### src/hw/rtl/eqxo_pkg.sv
// Shared constants, types and control structs for the EQ/crossover audio path.
// Used by every module of the block except eqxo_ram; no dependencies of its own.
`timescale 1ns / 1ps
package eqxo_pkg;

  localparam int NUM_EQ_BANDS = 10;
  localparam int SECTIONS     = NUM_EQ_BANDS + 2;
  localparam int COEF_COUNT   = SECTIONS * 5;
  localparam int DELAY_COUNT  = SECTIONS * 2;
  localparam int LPF_SECTION  = NUM_EQ_BANDS;
  localparam int HPF_SECTION  = NUM_EQ_BANDS + 1;
  localparam int SEC_W        = $clog2(SECTIONS);
  localparam int COEF_AW      = $clog2(COEF_COUNT);
  localparam int DLY_AW       = $clog2(DELAY_COUNT);

  localparam logic [15:0] MIX_GAIN_RESET = 16'd11469;

  // Request opcodes.
  localparam logic [1:0] OP_FRAME   = 2'd0;
  localparam logic [1:0] OP_COEF_WR = 2'd1;
  localparam logic [1:0] OP_CLEAR   = 2'd2;

  // Configuration register indexes.
  localparam logic [1:0] CFG_EQ_ENABLE = 2'd0;
  localparam logic [1:0] CFG_MIX_GAIN  = 2'd1;

  // Biquad tap positions inside a section.
  localparam int TAP_B0 = 0;
  localparam int TAP_B1 = 1;
  localparam int TAP_B2 = 2;
  localparam int TAP_A1 = 3;
  localparam int TAP_A2 = 4;

  // Controller phases; C0..C8 are the nine steps of one biquad section.
  typedef enum logic [3:0] {
    PH_IDLE, PH_MIX, PH_C0, PH_C1, PH_C2, PH_C3, PH_C4, PH_C5, PH_C6, PH_C7, PH_C8, PH_OUT
  } phase_t;

  typedef struct packed {
    phase_t           phase;
    logic [SEC_W-1:0] sec;
    logic             take;
    logic             load_out;
  } eqxo_cmd_t;

endpackage

### src/hw/rtl/eqxo_ctrl.sv
// Controller state machine: sequences frames through the mix step, the biquad
// sections and the output register. Depends on eqxo_pkg.
`timescale 1ns / 1ps
module eqxo_ctrl import eqxo_pkg::*; (
  input  logic       clk,
  input  logic       rst_n,
  input  logic       in_tvalid,
  output logic       in_tready,
  input  logic [1:0] opcode,
  input  logic       eq_enable,
  input  logic       out_tready,
  output logic       out_tvalid,
  output eqxo_cmd_t  cmd
);

  phase_t           state_r, state_nxt;
  logic [SEC_W-1:0] sec_r, sec_nxt;
  logic             out_valid_r, out_valid_nxt;

  // State, section counter and output-valid registers.
  always_ff @(posedge clk) begin
    if (!rst_n) begin
      state_r     <= PH_IDLE;
      sec_r       <= '0;
      out_valid_r <= 1'b0;
    end else begin
      state_r     <= state_nxt;
      sec_r       <= sec_nxt;
      out_valid_r <= out_valid_nxt;
    end
  end

  // Next state and command outputs.
  always_comb begin
    state_nxt     = state_r;
    sec_nxt       = sec_r;
    in_tready     = 1'b0;
    cmd.take      = 1'b0;
    cmd.load_out  = 1'b0;
    out_valid_nxt = out_valid_r && !out_tready;
    unique case (state_r)
      PH_IDLE: begin
        in_tready = 1'b1;
        if (in_tvalid) begin
          cmd.take = 1'b1;
          if (opcode == OP_FRAME) begin
            state_nxt = eq_enable ? PH_MIX : PH_OUT;
          end
        end
      end
      PH_MIX: begin
        sec_nxt   = '0;
        state_nxt = PH_C0;
      end
      PH_C0: state_nxt = PH_C1;
      PH_C1: state_nxt = PH_C2;
      PH_C2: state_nxt = PH_C3;
      PH_C3: state_nxt = PH_C4;
      PH_C4: state_nxt = PH_C5;
      PH_C5: state_nxt = PH_C6;
      PH_C6: state_nxt = PH_C7;
      PH_C7: state_nxt = PH_C8;
      PH_C8: begin
        if (sec_r == SEC_W'(SECTIONS - 1)) begin
          state_nxt = PH_OUT;
        end else begin
          sec_nxt   = sec_r + 1'b1;
          state_nxt = PH_C0;
        end
      end
      PH_OUT: begin
        if (!out_valid_r || out_tready) begin
          cmd.load_out  = 1'b1;
          out_valid_nxt = 1'b1;
          state_nxt     = PH_IDLE;
        end
      end
      default: state_nxt = PH_IDLE;
    endcase
    cmd.phase = state_r;
    cmd.sec   = sec_r;
  end

  assign out_tvalid = out_valid_r;

endmodule

### config.mk
export PLATFORM = sky130hd
export DESIGN_NAME = eqxo_ctrl
export DESIGN_NICKNAME = d
export VERILOG_FILES = /design/src/hw/rtl/eqxo_pkg.sv /design/src/hw/rtl/eqxo_ctrl.sv
export SDC_FILE = /design/constraint.sdc
export NUM_CORES = 1
export LEC_CHECK = 0
export ABC_CLOCK_PERIOD_IN_PS = 1800
export BUFFER_PORTS_ARGS = -buffer_cell sky130_fd_sc_hd__clkbuf_2
export CELL_PAD_IN_SITES_DETAIL_PLACEMENT = 1
export CELL_PAD_IN_SITES_GLOBAL_PLACEMENT = 1
export CORE_MARGIN = 5
export CORE_UTILIZATION = 33
export CTS_BUF_LIST = sky130_fd_sc_hd__clkbuf_8 sky130_fd_sc_hd__clkbuf_16
export DETAILED_ROUTE_END_ITERATION = 10
export PLACE_DENSITY_LB_ADDON = 0.1
export SLEW_MARGIN = 5
export SYNTH_ARGS = -nofsm -noshare
export SYNTH_HDL_FRONTEND = slang
export SYNTH_SLANG_ARGS = --single-unit
### constraint.sdc
create_clock -name clk -period 1.8 [get_ports clk]
set_input_delay 0.27 -clock clk [delete_from_list [all_inputs] [get_ports clk]]
set_output_delay 0.27 -clock clk [all_outputs]
set_load 0.005 [all_outputs]
-- Word level (Yosys, flattened, before mapping)
Index checks and enable logic that the tools add are counted.
- register bits: 9
- latch bits: 0
- memory bits (writable): 0
- bits in read-only memories: 0
- output and inout port bits: 12
- memories kept: 0
- $add $sub $neg: 1
- multipliers: 0
- divide/modulo/power cells: 0
- magnitude comparators: 0
- equal/unequal tests: 16
- shifts and indexed selects: 0
- multiplexer cells: 15
- bitwise operators: 0
- reductions and logical operators: 9
- operator list (kind ; count):
    $pmux 4 s12 ; 1
    $mux 4 ; 6
    $eq 4x4->1 const B ; 5
    $eq 4x3->1 const B ; 4
    $eq 4x2->1 const B ; 2
    $ne 2x2->1 const B ; 4
    $pmux 4 s2 ; 1
    $mux 1 ; 7
    $add 4x1->4 const B ; 1
    $eq 4x1->1 const B ; 1
    $logic_not 4->1 ; 1
    $reduce_and 3->1 ; 1
    $logic_not 1->1 ; 2
    $logic_not 2->1 ; 1
    $reduce_and 2->1 ; 1
    $reduce_bool 2->1 ; 1
    $logic_and 1x1->1 ; 1
    $logic_or 1x1->1 ; 1

-- Logic depth before layout (Yosys ltp)
Gate-level depths: netlist (run 1).
- word-level depth: 4
- mapped depth: 4

-- Least setup slack after synthesis (run 1)
OpenSTA, ideal clock, no wires.
- path type: reg-to-output
- from: reg state_r[1]
- to: out cmd[1] (netlist name)
- data arrival time: 1.162 ns
- path slack: 0.368 ns
- stages on the path, launching flop included: 5
- buffers on the path: 1
- cells stage by stage: dfxtp_1 -> buf_2 -> or3_1 -> nor2_1 -> and2_1
- RTL lines (element ; RTL line ; RTL):
    start: declaration ; eqxo_ctrl.sv:16 ; phase_t state_r, state_nxt;
    start signal: assignment ; eqxo_ctrl.sv:27 ; state_r <= state_nxt;
    end: declaration ; eqxo_ctrl.sv:13 ; output eqxo_cmd_t cmd

==> flow_summary.toml, run 1 <==
[drt]
drc = 0
vias = 576
drt-initial-drc-count = 1
postRouteWirelength_mm = 1.51
via_per_inst = 5.49
antenna_left = 0
firstDrtPassIters = 2
wl_per_cell_um = 14.4

[timing]
max_slew_margin = 0.718
finalSetupViolCount = 0
worst_slew_pin_slew_ns = 0.422
report.final.slew_viol_count = 0
fin_crit_sh = 0.936
finalHoldViolCount = 0
fin_crit_ns = 1.68
fmaxAchievable_mhz = 594
finalSetupTns_ns = 0
finClkSkew_ns = 0.00888
rsz0062_at_grt = "no"

[layout]
final_cell_count_no_fill = 105
n_antenna_cell = 0
area_growth_syn_to_layout_pct = 27.8
fin_nets = 98
drive_gt1_frac = 0.303
fillers = 199

[logic_synthesis]
synth-compound-area-share = 0.208
syn_nets = 76
netlist.top_cell.by_area = "dfxtp_1"
synth_top_area_share = 0.326
syn_area_um2 = 553
synth_common_cells = "dfxtp_1 (9), nand2_1 (7), a21oi_1 (4), nand2b_1 (4), nor2_1 (4)"
synthCells = 68
synthTopCellsByArea = "dfxtp_1 (33%), nand4bb_4 (5.0%), nand2_1 (4.8%)"
async_flop_share = 0
synthAdderAreaFrac = 0.0226
yosys.area_share.simple = 0.360
synth_most_common_cell = "dfxtp_1"
yosysUniqueCellTypes = 32
ys_warn_count = 0
synth_top_family_by_area = "simple AND/OR/NAND/NOR gates"
synth_xor_xnor_area_share = 0.0158
synthMuxAreaShare = 0
synth_edf_count = 0
synth-seq-cells = 9
synth_flop_cell = "dfxtp_1"
syn_area_per_cell_um2 = 8.13
ys_seq_area_frac = 0.326

[pwr]
seqPwrFrac = 0.373
power.density_nw_per_um2 = 931
internal_power_w = 0.000455
power_leakage_nw = 0.295
netSwitchingFraction = 0.309
switchingPower_w = 0.000203
clockPowerShare = 0.360
ir_drop_v = 0.000584
combPwrFrac = 0.267

[clock_network]
clock_latency_ns = 0.24
cts_tree = "yes"
postCtsHoldBufs = 0
post_cts_buffers = 0
cts.sinks = 9
clock-root-buffer = "clkbuf_8"
cts_inserted_buffers = 3
cts.path.max_buffers = 2
cts_resized = 0
cts.reportedPaths.clkPinSlew_ns = 0.04
h-tree-depth = 1

[die]
die_w_um = 50.9
core_um2 = 1540
placementRows = 14
die_h_um = 50.9
die_area_um2 = 2590
design.portCount = 19
start_util = 0.359

[worst_setup_path]
crit_arrival_ns = 1.41
cp.required_ns = 1.53
critPathCaptureType = "output pin"
r2r_setup_slack_ns = 0.44
crit_path_max_fanout = 12
worstSetupPathType = "reg -> out"
critPathLaunchType = "flop"

[grt]
grt_max_degree = 13
antenna_found_initial = 0
grt_pass1_wl_mm = 2.55
grt-ovfl-total = 0
grt.total_usage = 0.131
grt_pass1_vias = 575

[place]
dp.final_hpwl_mm = 1.21
place_congestion = 0.773
portBuffers = 18
placedCellCount = 101

[outcome]
status = "finished, final reports clean"

[worst_hold_path]
worst_hold_path_type = "in -> reg"

[job]
timing.max_cap.violations = 0
[critical path, stage by stage, from the launching register on]
cell and delay [ns]:
dfxtp_1 0.43, or3_1 0.40, nor2_1 0.12, and2_1 0.13, clkbuf_2 0.10
[metrics by stage]
| step | setup WS, ns | cell area [µm²] | util | hold WS [ns] | total power (W) |
|---|---|---|---|---|---|
| after floorplan | 0.368 | 553 | - | 0.399 | 0.000353 |
| after global placement | 0.366 | 659 | 0.428 | 0.494 | 0.000424 |
| after detailed placement | 0.348 | 659 | 0.428 | 0.508 | 0.000427 |
| after CTS | 0.0899 | 706 | 0.458 | 0.399 | 0.000666 |
| after global routing | 0.0128 | 707 | 0.459 | 0.429 | 0.000701 |
| final | 0.115 | 707 | 0.459 | 0.396 | 0.000658 |
[final timing paths]
check / from / end / depth (start not counted)
hold reg to reg: sec_r[1] / sec_r[1] / 2
setup / recovery: state_r[3] / cmd[1] / 4
setup reg to reg: state_r[3] / sec_r[1] / 3
hold / removal: rst_n / state_r[3] / 3
[cells by family after synthesis]
logic type      count (synthesis)
compound gates                 18
fa+ha+maj                       1
buf+inv                         7
simple gates                   32
flops                           9
xor+xnor                        1
[sequential cells by signal, indices dropped and copies added, names as in the netlist]
signal      flops
sec_r           4
out_tvalid      1
state_r         4
[cell type report]
cell class	instances	area [µm²]	area share
Multi-Input combinational cell	52	335	0.474
Sequential cell	9	181	0.257
Timing Repair Buffer	21	113	0.159
Clock buffer	3	41.3	0.0584
Tap cell	16	20.0	0.0283
Inverter	3	11.3	0.0159
Clock inverter	1	5.00	0.00708
[per-layer routing]
layer | up-vias | track usage | wire length [µm] | share of wire
met3 | 0 | 0.0581 | 80 | 0.053
met4 | 0 | 0.0255 | 0 | 0
met2 | 12 | 0.213 | 752 | 0.50
met1 | 269 | 0.159 | 680 | 0.45
li1 | 295 | - | - | -
met5 | - | 0 | 0 | 0
[layout by cell type, fill, tap and decap left out, drive strengths merged]
cell type and instances:
o21ai 3, nand2 7, and3b 1, or4b 1
nor3 2, o22a 1, o221ai 1, nor3b 1
ha 1, nand4bb 1, or4 1, nand4 1
nand3 2, buf 3, clkbuf 21, a21boi 1
nor4 1, nand2b 4, o31ai 1, a21oi 4
clkinv 1, dfxtp 9, o21a 1, o22ai 2
nor2b 2, or3 2, nor2 4, a31oi 3
inv 3, o32ai 1, xor2 1, and2 1
nand3b 1
[power by group through the flow]
stage                     Clock [W]  Combinational [W]  Sequential [W]
after CTS                  0.000241           0.000180        0.000245
after global routing       0.000253           0.000199        0.000249
after global placement            0           0.000177        0.000247
after detailed placement          0           0.000179        0.000248
after floorplan                   0           0.000124        0.000229
final                      0.000237           0.000176        0.000245
No activity file was read; power rests on OpenSTA's default activity.
==> inputs of run 2 (changes only) <==
--- a/config.mk
+++ b/config.mk
@@ -5,7 +5,7 @@
 export SDC_FILE = /design/constraint.sdc
 export NUM_CORES = 1
 export LEC_CHECK = 0
-export ABC_CLOCK_PERIOD_IN_PS = 1800
+export ABC_CLOCK_PERIOD_IN_PS = 1600
 export BUFFER_PORTS_ARGS = -buffer_cell sky130_fd_sc_hd__clkbuf_2
 export CELL_PAD_IN_SITES_DETAIL_PLACEMENT = 1
 export CELL_PAD_IN_SITES_GLOBAL_PLACEMENT = 1
==> constraint.sdc (replaced) <==
create_clock -name clk -period 1.6 [get_ports clk]
set_input_delay 0.24 -clock clk [delete_from_list [all_inputs] [get_ports clk]]
set_output_delay 0.24 -clock clk [all_outputs]
set_load 0.005 [all_outputs]
==> run 2 against run 1 <==
Sequential power up 11%. Critical path type unchanged. Cell count up 3.8%. Final area up 8.0%. Non-clock buffer count up 4. Hold slack worse by 0.021 ns. Clock-buffer cell count unchanged. First-iteration DRC count rose to 5.0 times the previous value. Global-route usage up 0.79 points. Sequential cell count unchanged. Die area unchanged. Worst setup slack worse by 0.10 ns. Largest power group is now combinational cells.
==> flow_summary.toml, run 2 (same netlist as run 1, synthesis figures left out) <==
[clock_network]
h-tree-depth = 1
cts.sinks = 9
cts.reportedPaths.clkPinSlew_ns = 0.04
clock-root-buffer = "clkbuf_8"
clock_latency_ns = 0.23
cts_tree = "yes"
cts_inserted_buffers = 3
cts.path.max_buffers = 2
postCtsHoldBufs = 0

[worst_setup_path]
crit_arrival_ns = 1.35
r2r-start = "state_r[3]"
cp.required_ns = 1.36
max_stage_delay_ns = 0.41
worstSetupPathType = "reg -> out"
crit_path_top_delay_cell = "or3_4"
reg2regPathDepth = 4
r2r_end = "state_r[3]"
crit_path_max_fanout = 6
critPathCaptureType = "output pin"
startpoint = "state_r[2]"
crit_path_cell_trace = "or3_4 > nor2_4 > and2_4 > buf_6"
critPathLaunchType = "flop"
r2r_setup_slack_ns = 0.26

[place]
portBuffers = 18
place_ws_ns = 0.204
dp.final_hpwl_mm = 1.23
place_congestion = 0.790
placedCellCount = 103

[drt]
firstDrtPassIters = 2
drt-initial-drc-count = 5
via_per_inst = 5.49
postRouteWirelength_mm = 1.69
drc = 0
wl_per_cell_um = 15.5
vias = 598
antenna_left = 0

[grt]
met3_usage = 0.0523
grt_pass1_vias = 584
met2_usage = 0.213
grt-ovfl-total = 0
grt.total_usage = 0.138
use_met1 = 0.191
busiest_layer = "met2"
grt_max_degree = 9
antenna_found_initial = 0
grt_pass1_wl_mm = 2.75

[timing]
fin_crit_ns = 1.59
fin_ws_ns = 0.0130
worst_slew_pin_slew_ns = 0.371
finalSetupViolCount = 0
report.final.slew_viol_count = 0
whs_ns = 0.375
finalHoldViolCount = 0
finClkSkew_ns = 0.00130
rsz0062_at_grt = "yes"
max_slew_margin = 0.752
fin_crit_sh = 0.992
fmaxAchievable_mhz = 630
finalSetupTns_ns = 0

[die]
die_area_um2 = 2590
design.portCount = 19
core_um2 = 1540
die_h_um = 50.9
placementRows = 14
die_w_um = 50.9
start_util = 0.359

[layout]
n_antenna_cell = 0
final_common_cell = "clkbuf_2"
layout_common_cells = "clkbuf_2 (16), buf_4 (8), nand2_1 (7), dfxtp_1 (7)"
fin_nets = 102
final_cell_count_no_fill = 109
register_area_um2 = 185
area_growth_syn_to_layout_pct = 38.0
fillers = 198
drive_gt1_frac = 0.366
multi_input_area_um2 = 350

[pwr]
ir_drop_v = 0.000800
netSwitchingFraction = 0.301
seqPwrFrac = 0.340
finalPower_w = 0.000799
internal_power_w = 0.000558
switchingPower_w = 0.000241
power_leakage_nw = 0.324
combPwrFrac = 0.345
clockPowerShare = 0.315
power.density_nw_per_um2 = 1050

[outcome]
status = "finished, final reports clean"

[worst_hold_path]
hold_end = "state_r[1]"
worst_hold_path_type = "in -> reg"
hp-start = "rst_n"
hold_path_depth = 3

[job]
timing.max_cap.violations = 0
-- run 2: changes by cell type in the layout (fill, tap and decap cells not counted), sizes merged --
cell	delta
buf	+6
clkbuf	-2
clkinv	-1
inv	+1
-- run 2: area by class of cell --
type,count,area share
multi-input combinational,52,0.459
sequential,9,0.243
timing repair buffer,25,0.198
clock buffer,3,0.0541
tap,16,0.0262
inverter,3,0.0148
clock inverter,1,0.00492
-- run 2: worst max-delay path by stage --
stage | depth (start not counted) | slack (ns) | end
floorplan | 4 | 0.20 | cmd[1]
global placement | 4 | 0.25 | cmd[1]
detailed placement | 4 | 0.20 | cmd[1]
CTS | 4 | 0.001 | cmd[1]
global route | 4 | -0.04 | cmd[1]
finish | 4 | 0.01 | cmd[1]
-- run 2: critical path, delay by kind of cell, from the launching register on --
kind	cells	cell delay, ns
buf+inv	1	0.08
flops	1	0.36
simple gates	3	0.67
-- run 2: layer usage --
metal	up-vias	routed length, µm
met3	0	61
met1	287	806
met4	0	0
met5	-	0
met2	10	822
li1	301	-
-- run 2: per-stage QoR --
step | area (µm²) | utilization
after floorplan | 553 | -
after global placement | 674 | 0.438
after detailed placement | 674 | 0.438
after CTS | 727 | 0.472
after global routing | 763 | 0.495
final | 763 | 0.495
-- run 2: power groups by stage --
stage | registers (W) | logic (W) | clock network, W
2_1_floorplan | 0.000258 | 0.000140 | 0
3_3_place_gp | 0.000272 | 0.000214 | 0
3_5_place_dp | 0.000273 | 0.000216 | 0
4_1_cts | 0.000271 | 0.000223 | 0.000261
5_1_grt | 0.000275 | 0.000298 | 0.000280
6_report | 0.000271 | 0.000276 | 0.000252
-- run 2: what timing repair did --
action,CTS,global route
endpoints found under the setup margin,1,1
pin swaps,0,3
setup buffers,0,2
resized for setup,3,6
